**config.mk**
```make
export PLATFORM = sky130hd
export DESIGN_NAME = plcp_header_rate_length_gen_flat
export DESIGN_NICKNAME = d
export VERILOG_FILES = /design/src/rtl/plcphdr_pkg.sv /design/src/rtl/plcphdr_in_if.sv /design/src/rtl/plcphdr_out_if.sv /design/src/rtl/plcphdr_decode.sv /design/src/rtl/plcphdr_div11.sv /design/src/rtl/plcphdr_assemble.sv /design/src/rtl/plcp_header_rate_length_gen.sv /design/src/flat_wrapper.sv
export SDC_FILE = /design/constraint.sdc
export NUM_CORES = 1
export LEC_CHECK = 0
export BUFFER_PORTS_ARGS = -buffer_cell sky130_fd_sc_hd__buf_4
export CAP_MARGIN = 25
export CORE_UTILIZATION = 65
export CTS_CLUSTER_SIZE = 12
export DETAILED_ROUTE_END_ITERATION = 8
export PLACE_DENSITY = 0.92
export SKIP_LAST_GASP = 1
export SLEW_MARGIN = 20
export SYNTH_ARGS = -nofsm -noshare
export SYNTH_HDL_FRONTEND = slang
export SYNTH_SLANG_ARGS = --single-unit
```
**constraint.sdc**
```tcl
create_clock -name clk -period 14.95 [get_ports clk]
set_input_delay 0 -clock clk [delete_from_list [all_inputs] [get_ports clk]]
set_output_delay 0 -clock clk [all_outputs]
set_load 0.1 [all_outputs]
```
**src/rtl/plcphdr_pkg.sv**
```systemverilog
package plcphdr_pkg;

    localparam int OCTETS_W  = 12;
    localparam int BITRATE_W = 7;
    localparam int WORD_W    = 32;
    localparam int DIVIDEND_W = 16;
    localparam int QUOT_W    = 13;
    localparam int REM_W     = 4;

    // x / 11 == (x * DIV11_MUL) >> DIV11_SHIFT for every 16-bit x
    localparam int DIV11_MUL_W = 17;
    localparam logic [DIV11_MUL_W-1:0] DIV11_MUL = 17'd95326;
    localparam int DIV11_SHIFT = 20;
    localparam int PROD_W = DIVIDEND_W + DIV11_MUL_W;

    localparam logic [7:0] SERVICE_LOCKED = 8'h04;
    localparam logic [7:0] SERVICE_LENEXT = 8'h84;
    localparam logic [REM_W-1:0] LENEXT_LIMIT = 4'd4;

    localparam logic [7:0] SIGNAL_1M  = 8'h0A;
    localparam logic [7:0] SIGNAL_2M  = 8'h14;
    localparam logic [7:0] SIGNAL_55M = 8'h37;
    localparam logic [7:0] SIGNAL_11M = 8'h6E;

    // bitrates in 500 kbit/s units
    localparam logic [BITRATE_W-1:0] BR_1M   = 7'd2;
    localparam logic [BITRATE_W-1:0] BR_2M   = 7'd4;
    localparam logic [BITRATE_W-1:0] BR_5M5  = 7'd11;
    localparam logic [BITRATE_W-1:0] BR_11M  = 7'd22;
    localparam logic [BITRATE_W-1:0] BR_6M   = 7'd12;
    localparam logic [BITRATE_W-1:0] BR_9M   = 7'd18;
    localparam logic [BITRATE_W-1:0] BR_12M  = 7'd24;
    localparam logic [BITRATE_W-1:0] BR_18M  = 7'd36;
    localparam logic [BITRATE_W-1:0] BR_24M  = 7'd48;
    localparam logic [BITRATE_W-1:0] BR_36M  = 7'd72;
    localparam logic [BITRATE_W-1:0] BR_48M  = 7'd96;
    localparam logic [BITRATE_W-1:0] BR_54M  = 7'd108;

    // OFDM rate codes
    localparam logic [3:0] CODE_6M  = 4'hB;
    localparam logic [3:0] CODE_9M  = 4'hF;
    localparam logic [3:0] CODE_12M = 4'hA;
    localparam logic [3:0] CODE_18M = 4'hE;
    localparam logic [3:0] CODE_24M = 4'h9;
    localparam logic [3:0] CODE_36M = 4'hD;
    localparam logic [3:0] CODE_48M = 4'h8;
    localparam logic [3:0] CODE_54M = 4'hC;

    typedef enum logic [2:0] {
        RATE_NONE,
        RATE_GRP_OFDM,
        RATE_CCK1,
        RATE_CCK2,
        RATE_CCK55,
        RATE_CCK11
    } rate_class_t;

    typedef struct packed {
        rate_class_t                rclass;
        logic [7:0]                 code;
    } rate_info_t;

    // after decode
    typedef struct packed {
        rate_class_t                rclass;
        logic [7:0]                 code;
        logic [OCTETS_W-1:0]        octets;
        logic [DIVIDEND_W-1:0]      dividend;
    } dec_stage_t;

    // after the reciprocal multiply
    typedef struct packed {
        rate_class_t                rclass;
        logic [7:0]                 code;
        logic [OCTETS_W-1:0]        octets;
        logic [DIVIDEND_W-1:0]      dividend;
        logic [QUOT_W-1:0]          quot;
    } div_stage_t;

    function automatic rate_info_t decode_rate(input logic [BITRATE_W-1:0] bitrate);
        rate_info_t info;
        info.rclass = RATE_NONE;
        info.code   = 8'h00;
        unique case (bitrate)
            BR_6M:   begin info.rclass = RATE_GRP_OFDM; info.code = {4'h0, CODE_6M};  end
            BR_9M:   begin info.rclass = RATE_GRP_OFDM; info.code = {4'h0, CODE_9M};  end
            BR_12M:  begin info.rclass = RATE_GRP_OFDM; info.code = {4'h0, CODE_12M}; end
            BR_18M:  begin info.rclass = RATE_GRP_OFDM; info.code = {4'h0, CODE_18M}; end
            BR_24M:  begin info.rclass = RATE_GRP_OFDM; info.code = {4'h0, CODE_24M}; end
            BR_36M:  begin info.rclass = RATE_GRP_OFDM; info.code = {4'h0, CODE_36M}; end
            BR_48M:  begin info.rclass = RATE_GRP_OFDM; info.code = {4'h0, CODE_48M}; end
            BR_54M:  begin info.rclass = RATE_GRP_OFDM; info.code = {4'h0, CODE_54M}; end
            BR_1M:   begin info.rclass = RATE_CCK1;     info.code = SIGNAL_1M;        end
            BR_2M:   begin info.rclass = RATE_CCK2;     info.code = SIGNAL_2M;        end
            BR_5M5:  begin info.rclass = RATE_CCK55;    info.code = SIGNAL_55M;       end
            BR_11M:  begin info.rclass = RATE_CCK11;    info.code = SIGNAL_11M;       end
            default: begin info.rclass = RATE_NONE;     info.code = 8'h00;            end
        endcase
        return info;
    endfunction

endpackage

```
**src/rtl/plcphdr_in_if.sv**
```systemverilog
interface plcphdr_in_if;
    logic                               valid;
    logic                               ready;
    logic [plcphdr_pkg::OCTETS_W-1:0]   octets;
    logic [plcphdr_pkg::BITRATE_W-1:0]  bitrate;

    modport source (output valid, output octets, output bitrate, input ready);
    modport sink   (input valid, input octets, input bitrate, output ready);
endinterface

```
**src/rtl/plcphdr_out_if.sv**
```systemverilog
interface plcphdr_out_if;
    logic                               valid;
    logic                               ready;
    logic [plcphdr_pkg::WORD_W-1:0]     plcp_word;
    logic                               is_ofdm;
    logic                               rate_valid;

    modport source (output valid, output plcp_word, output is_ofdm, output rate_valid,
                    input ready);
    modport sink   (input valid, input plcp_word, input is_ofdm, input rate_valid,
                    output ready);
endinterface

```
**src/rtl/plcphdr_decode.sv**
```systemverilog
module plcphdr_decode (
    input  logic                    clk,
    input  logic                    rst_n,
    plcphdr_in_if.sink              req,
    output plcphdr_pkg::dec_stage_t dec,
    output logic                    dec_valid,
    input  logic                    dec_ready
);

    plcphdr_pkg::dec_stage_t dec_reg;
    plcphdr_pkg::dec_stage_t dec_next;
    logic                    valid_reg;
    plcphdr_pkg::rate_info_t info;
    logic                    load;

    assign req.ready = !valid_reg || dec_ready;
    assign load      = req.valid && req.ready;

    always_comb
    begin
        info = plcphdr_pkg::decode_rate(req.bitrate);
        dec_next.rclass = info.rclass;
        dec_next.code   = info.code;
        dec_next.octets = req.octets;
        // 5.5M divides octets*16 by 11, 11M divides octets*8 by 11
        if (info.rclass == plcphdr_pkg::RATE_CCK11)
        begin
            dec_next.dividend = {1'b0, req.octets, 3'b000};
        end
        else
        begin
            dec_next.dividend = {req.octets, 4'b0000};
        end
    end

    always_ff @(posedge clk or negedge rst_n)
    begin
        if (!rst_n)
        begin
            valid_reg <= 1'b0;
        end
        else if (req.ready)
        begin
            valid_reg <= req.valid;
        end
    end

    always_ff @(posedge clk)
    begin
        if (load)
        begin
            dec_reg <= dec_next;
        end
    end

    assign dec       = dec_reg;
    assign dec_valid = valid_reg;

endmodule

```
**src/rtl/plcphdr_div11.sv**
```systemverilog
module plcphdr_div11 (
    input  logic                    clk,
    input  logic                    rst_n,
    input  plcphdr_pkg::dec_stage_t dec,
    input  logic                    dec_valid,
    output logic                    dec_ready,
    output plcphdr_pkg::div_stage_t div,
    output logic                    div_valid,
    input  logic                    div_ready
);

    plcphdr_pkg::div_stage_t div_reg;
    plcphdr_pkg::div_stage_t div_next;
    logic                    valid_reg;
    logic [plcphdr_pkg::PROD_W-1:0] product;

    assign dec_ready = !valid_reg || div_ready;

    always_comb
    begin
        product = {{plcphdr_pkg::DIV11_MUL_W{1'b0}}, dec.dividend}
                * {{plcphdr_pkg::DIVIDEND_W{1'b0}}, plcphdr_pkg::DIV11_MUL};
        div_next.rclass   = dec.rclass;
        div_next.code     = dec.code;
        div_next.octets   = dec.octets;
        div_next.dividend = dec.dividend;
        div_next.quot     = product[plcphdr_pkg::DIV11_SHIFT +: plcphdr_pkg::QUOT_W];
    end

    always_ff @(posedge clk or negedge rst_n)
    begin
        if (!rst_n)
        begin
            valid_reg <= 1'b0;
        end
        else if (dec_ready)
        begin
            valid_reg <= dec_valid;
        end
    end

    always_ff @(posedge clk)
    begin
        if (dec_valid && dec_ready)
        begin
            div_reg <= div_next;
        end
    end

    assign div       = div_reg;
    assign div_valid = valid_reg;

endmodule

```
**src/rtl/plcphdr_assemble.sv**
```systemverilog
module plcphdr_assemble (
    input  logic                    clk,
    input  logic                    rst_n,
    input  plcphdr_pkg::div_stage_t div,
    input  logic                    div_valid,
    output logic                    div_ready,
    plcphdr_out_if.source           rsp
);

    logic                              valid_reg;
    logic [plcphdr_pkg::WORD_W-1:0]    word_reg;
    logic [plcphdr_pkg::WORD_W-1:0]    word_next;
    logic                              ofdm_reg;
    logic                              ofdm_next;
    logic                              rvalid_reg;
    logic                              rvalid_next;
    logic [16:0]                       quot_x11;
    logic [plcphdr_pkg::DIVIDEND_W-1:0] diff;
    logic [plcphdr_pkg::REM_W-1:0]     rem;
    logic                              rem_nz;
    logic [15:0]                       len_div;
    logic [15:0]                       len;
    logic [7:0]                        service;

    assign div_ready = !valid_reg || rsp.ready;

    always_comb
    begin
        quot_x11 = {1'b0, div.quot, 3'b000} + {3'b000, div.quot, 1'b0} + {4'b0000, div.quot};
        diff     = div.dividend - quot_x11[plcphdr_pkg::DIVIDEND_W-1:0];
        rem      = diff[plcphdr_pkg::REM_W-1:0];
        rem_nz   = (rem != '0);
        // round up when the division leaves a remainder
        len_div  = {3'b000, div.quot} + {15'd0, rem_nz};
        service  = plcphdr_pkg::SERVICE_LOCKED;
        len      = 16'd0;
        word_next   = '0;
        ofdm_next   = 1'b0;
        rvalid_next = 1'b0;
        unique case (div.rclass)
            plcphdr_pkg::RATE_GRP_OFDM:
            begin
                word_next   = {15'd0, div.octets, 1'b0, div.code[3:0]};
                ofdm_next   = 1'b1;
                rvalid_next = 1'b1;
            end
            plcphdr_pkg::RATE_CCK1:
            begin
                len         = {1'b0, div.octets, 3'b000};
                word_next   = {len, service, div.code};
                rvalid_next = 1'b1;
            end
            plcphdr_pkg::RATE_CCK2:
            begin
                len         = {2'b00, div.octets, 2'b00};
                word_next   = {len, service, div.code};
                rvalid_next = 1'b1;
            end
            plcphdr_pkg::RATE_CCK55:
            begin
                len         = len_div;
                word_next   = {len, service, div.code};
                rvalid_next = 1'b1;
            end
            plcphdr_pkg::RATE_CCK11:
            begin
                len = len_div;
                // length extension: small nonzero remainder at 11 Mbit/s
                if (rem_nz && (rem < plcphdr_pkg::LENEXT_LIMIT))
                begin
                    service = plcphdr_pkg::SERVICE_LENEXT;
                end
                word_next   = {len, service, div.code};
                rvalid_next = 1'b1;
            end
            default:
            begin
                word_next   = '0;
                ofdm_next   = 1'b0;
                rvalid_next = 1'b0;
            end
        endcase
    end

    always_ff @(posedge clk or negedge rst_n)
    begin
        if (!rst_n)
        begin
            valid_reg <= 1'b0;
        end
        else if (div_ready)
        begin
            valid_reg <= div_valid;
        end
    end

    always_ff @(posedge clk)
    begin
        if (div_valid && div_ready)
        begin
            word_reg   <= word_next;
            ofdm_reg   <= ofdm_next;
            rvalid_reg <= rvalid_next;
        end
    end

    assign rsp.valid      = valid_reg;
    assign rsp.plcp_word  = word_reg;
    assign rsp.is_ofdm    = ofdm_reg;
    assign rsp.rate_valid = rvalid_reg;

endmodule

```
**src/rtl/plcp_header_rate_length_gen.sv**
```systemverilog
// Registered stages from request acceptance to response valid
// (decode, divide-by-11 reciprocal multiply, remainder check and assembly).
// Throughput: one request per cycle while rsp.ready is high; each stage holds under backpressure.
// Reset: asynchronous active-low rst_n clears all stage valid bits; no
// request is pending after reset and data registers are not reset.
module plcp_header_rate_length_gen (
    input  logic          clk,
    input  logic          rst_n,
    plcphdr_in_if.sink    req,
    plcphdr_out_if.source rsp
);

    plcphdr_pkg::dec_stage_t dec;
    logic                    dec_valid;
    logic                    dec_ready;
    plcphdr_pkg::div_stage_t div;
    logic                    div_valid;
    logic                    div_ready;

    plcphdr_decode u_decode (
        .clk       (clk),
        .rst_n     (rst_n),
        .req       (req),
        .dec       (dec),
        .dec_valid (dec_valid),
        .dec_ready (dec_ready)
    );

    plcphdr_div11 u_div11 (
        .clk       (clk),
        .rst_n     (rst_n),
        .dec       (dec),
        .dec_valid (dec_valid),
        .dec_ready (dec_ready),
        .div       (div),
        .div_valid (div_valid),
        .div_ready (div_ready)
    );

    plcphdr_assemble u_assemble (
        .clk       (clk),
        .rst_n     (rst_n),
        .div       (div),
        .div_valid (div_valid),
        .div_ready (div_ready),
        .rsp       (rsp)
    );

endmodule

```
**src/flat_wrapper.sv**
```systemverilog
// flat-port wrapper written by rule: the top's interface ports become plain ports
module plcp_header_rate_length_gen_flat 
  (clk, rst_n, req_valid, req_octets, req_bitrate, req_ready, rsp_valid, rsp_plcp_word, rsp_is_ofdm, rsp_rate_valid, rsp_ready);
  plcphdr_in_if req_i ();
  plcphdr_out_if rsp_i ();
  input  logic clk;
  input  logic rst_n;
  input wire logic [$bits(req_i.valid)-1:0] req_valid;
  input wire logic [$bits(req_i.octets)-1:0] req_octets;
  input wire logic [$bits(req_i.bitrate)-1:0] req_bitrate;
  output wire logic [$bits(req_i.ready)-1:0] req_ready;
  output wire logic [$bits(rsp_i.valid)-1:0] rsp_valid;
  output wire logic [$bits(rsp_i.plcp_word)-1:0] rsp_plcp_word;
  output wire logic [$bits(rsp_i.is_ofdm)-1:0] rsp_is_ofdm;
  output wire logic [$bits(rsp_i.rate_valid)-1:0] rsp_rate_valid;
  input wire logic [$bits(rsp_i.ready)-1:0] rsp_ready;
  assign req_i.valid = req_valid;
  assign req_i.octets = req_octets;
  assign req_i.bitrate = req_bitrate;
  assign req_ready = req_i.ready;
  assign rsp_valid = rsp_i.valid;
  assign rsp_plcp_word = rsp_i.plcp_word;
  assign rsp_is_ofdm = rsp_i.is_ofdm;
  assign rsp_rate_valid = rsp_i.rate_valid;
  assign rsp_i.ready = rsp_ready;
  plcp_header_rate_length_gen u_core (.clk(clk), .rst_n(rst_n), .req(req_i), .rsp(rsp_i));
endmodule
```
==> results.sh <==
export IMPL_initial_core_util_pct=66.75
export IMPL_status="completed"
export IMPL_path_buf_inv=4
export IMPL_layoutNonFillerInstCount=1030
export IMPL_cts_tree="yes"
export IMPL_path_clk_slew_ns=0.08
export IMPL_cap_viol_max_count=0
export IMPL_seqCellArea_um2=3138
export IMPL_period_needed_ns=5.460
export IMPL_hpwl_mm=14.62
export IMPL_layout_common_cells="137 x ha_1, 133 x inv_1, 102 x edfxtp_1"
export IMPL_multi_input_area_um2=5136
export IMPL_worst_hold_path_type="in -> reg"
export IMPL_synthArstFlopShare_pct=2.857
export IMPL_cts_buffers=9
export IMPL_firstDrtPassIters=5
export IMPL_final_common_cell="ha_1"
export IMPL_synth_top_family_by_area="adder cells"
export IMPL_finalHoldViolCount=0
export IMPL_period_share_pct=36.52
export IMPL_fp_dieArea_um2=14130
export IMPL_fillers=859
export IMPL_slowest_stage="edfxtp_1"
export IMPL_setup_violations=0
export IMPL_slew_headroom_pct=36.19
export IMPL_drt_total_wl_mm=19.79
export IMPL_die_y_um=118.9
export IMPL_slew_viol_final=0
export IMPL_ys_ff_latch=105
export IMPL_synth_edff_count=102
export IMPL_grt_max_degree=36
export IMPL_synth_simple_area_share_pct=9.319
export IMPL_wl_per_cell_um=19.22
export IMPL_tightestPinTransition_ns=0.9552
export IMPL_worstSkewPairLatency_ns=0.37
export IMPL_path_cells="fa_1 -> inv_1 -> fa_1 -> inv_1 -> fa_1 -> fa_1 -> inv_1 -> fa_1 -> inv_1 -> ha_1 -> a21oi_1 -> nand2b_1 -> o21ai_0 -> nor4_1 -> o31a_1"
export IMPL_cts_buffer_depth=2
export IMPL_yosysWarningCount=0
export IMPL_vias=6255
export IMPL_skew_ns=0.01977
export IMPL_fin_tns_setup_ns=0
export IMPL_clock_sinks=105
export IMPL_cp_required_ns=15.05
export IMPL_synth_area_um2=8875
export IMPL_drt_iter0_drc=570
export IMPL_cp_slowest_stage_delay_ns=0.65
export IMPL_largest_reg_flops=35
export IMPL_ant_nets=0
export IMPL_avgSynthCellArea_um2=11.41
export IMPL_rsz0062_at_grt="false"
export IMPL_cts_root_buf="clkbuf_16"
export IMPL_drive_gt1_share_pct=12.08
export IMPL_grt_pass1_wl_mm=31.24
export IMPL_synth_compound_area_share_pct=7.782
export IMPL_cts_resized=0
export IMPL_dp_cells=997
export IMPL_synthCells=778
export IMPL_cts_max_level=3
export IMPL_critical_path_most_common_cell="fa_1"
export IMPL_antenna_found_initial=1
export IMPL_die_w_um=118.9
export IMPL_drc=0
export IMPL_arrival_ns=5.56
export IMPL_synth_mux_area_share_pct=1.565
export IMPL_via_per_inst=6.073
export IMPL_start_kind="flip-flop"
export IMPL_syn_num_nets=1010
export IMPL_ys_seq_area_share_pct=35.36
export IMPL_synth_ff_type="edfxtp_1"
export IMPL_synth_xor_area_share_pct=3.553
export IMPL_cp_end_kind="flip-flop"
export IMPL_nets=1080
export IMPL_yosysUniqueCellTypes=62
export IMPL_io_buffers=57
export IMPL_path_max_fanout=10
export IMPL_core_area_um2=13300
export IMPL_grt_pass1_vias=6267
export IMPL_grt_usage_pct=29.30
export IMPL_place_gp_congestion=0.9608
export IMPL_timing_fmax_mhz=183.2
export IMPL_gr_total_overflow=0
export IMPL_area_growth_pct=11.74
export IMPL_rows=42
export IMPL_io_pins=59
export IMPL_worstSetupPathType="reg -> reg"
export IMPL_synth_adder_area_share_pct=35.56
export IMPL_fin_util_pct=74.59
export IMPL_cp_top_family="adder cells"
## cells in the mapped netlist (all sizes together) (5+ instances only)
master	instances	area, um^2
a222oi	9	90.09
nand4	9	56.30
fa	72	1441
and2	13	81.33
nor2	39	148.9
a21oi	37	192.7
buf	13	83.83
a31oi	5	31.28
inv	134	503.0
clkbuf	5	18.77
nand2	39	153.9
nor3	9	45.04
nand3	15	75.07
o21ai	21	116.4
and3	8	50.05
edfxtp	102	3063
ha	137	1714
nand2b	8	50.05
nor2b	9	56.30
xnor2	22	192.7
mux2	12	138.9
xor2	14	122.6
## final timing paths
| kind | cells past startpoint | startpoint | to | slack (ns) |
|---|---|---|---|---|
| setup / recovery | 15 | u_core.u_decode.dec[5] | u_core.u_div11.div[11] | 9.49 |
| hold / removal | 2 | req_bitrate[0] | u_core.u_decode.dec[29] | 0.03 |
| setup reg to reg | 15 | u_core.u_decode.dec[5] | u_core.u_div11.div[11] | 9.49 |
| hold reg to reg | 0 | u_core.u_decode.dec[37] | u_core.u_div11.div[50] | 0.42 |
| max in group asynchronous | 3 | rst_n | u_core.u_decode.dec_valid | 14.28 |
| min in group asynchronous | 3 | rst_n | u_core.u_assemble.rsp.valid | 0.53 |
## through the flow
stage / hold WS (ns) / setup WS [ns] / area [um^2]
2_1_floorplan: -0.2956 / 10.08 / 8875
3_3_place_gp: -0.2097 / 9.603 / 9443
3_5_place_dp: -0.2082 / 9.572 / 9448
4_1_cts: 0.01786 / 9.554 / 9910
5_1_grt: 0.01869 / 9.360 / 9917
6_report: 0.03468 / 9.490 / 9917
## final cells by class
type                            count  area share [%]
Inverter                          134           5.072
Multi-Input combinational cell    521           51.79
Tap cell                          176           2.221
Antenna cell                        1         0.02523
Sequential cell                   105           31.64
Clock inverter                      7          0.7696
Clock buffer                        9           2.271
Timing Repair Buffer               77           6.207
## layer usage
metal | global-route usage, % | vias to the layer above | share of wire, %
li1 | - | 2821 | -
met1 | 33.88 | 2980 | 37
met2 | 51.28 | 365 | 51
met3 | 5.508 | 89 | 6.9
met4 | 16.30 | 0 | 5.7
met5 | 0 | - | 0
## logic make-up after synthesis
group	count (synthesis)
xor gates and xnor gates	36
DFF	105
and+or+nand+nor	162
AOI/OAI and AO/OA	101
buffers and inverters	152
muxes	12
other	1
adders and majority gates	209
## repair_timing
action	CTS	global route
hold buffers	16	0
hold endpoints to repair	31	0
buffers inserted	0	0
Power is left out: the tool's default activity adds up to more than one toggle a clock period on the data nets, which glitch-free logic cannot reach.
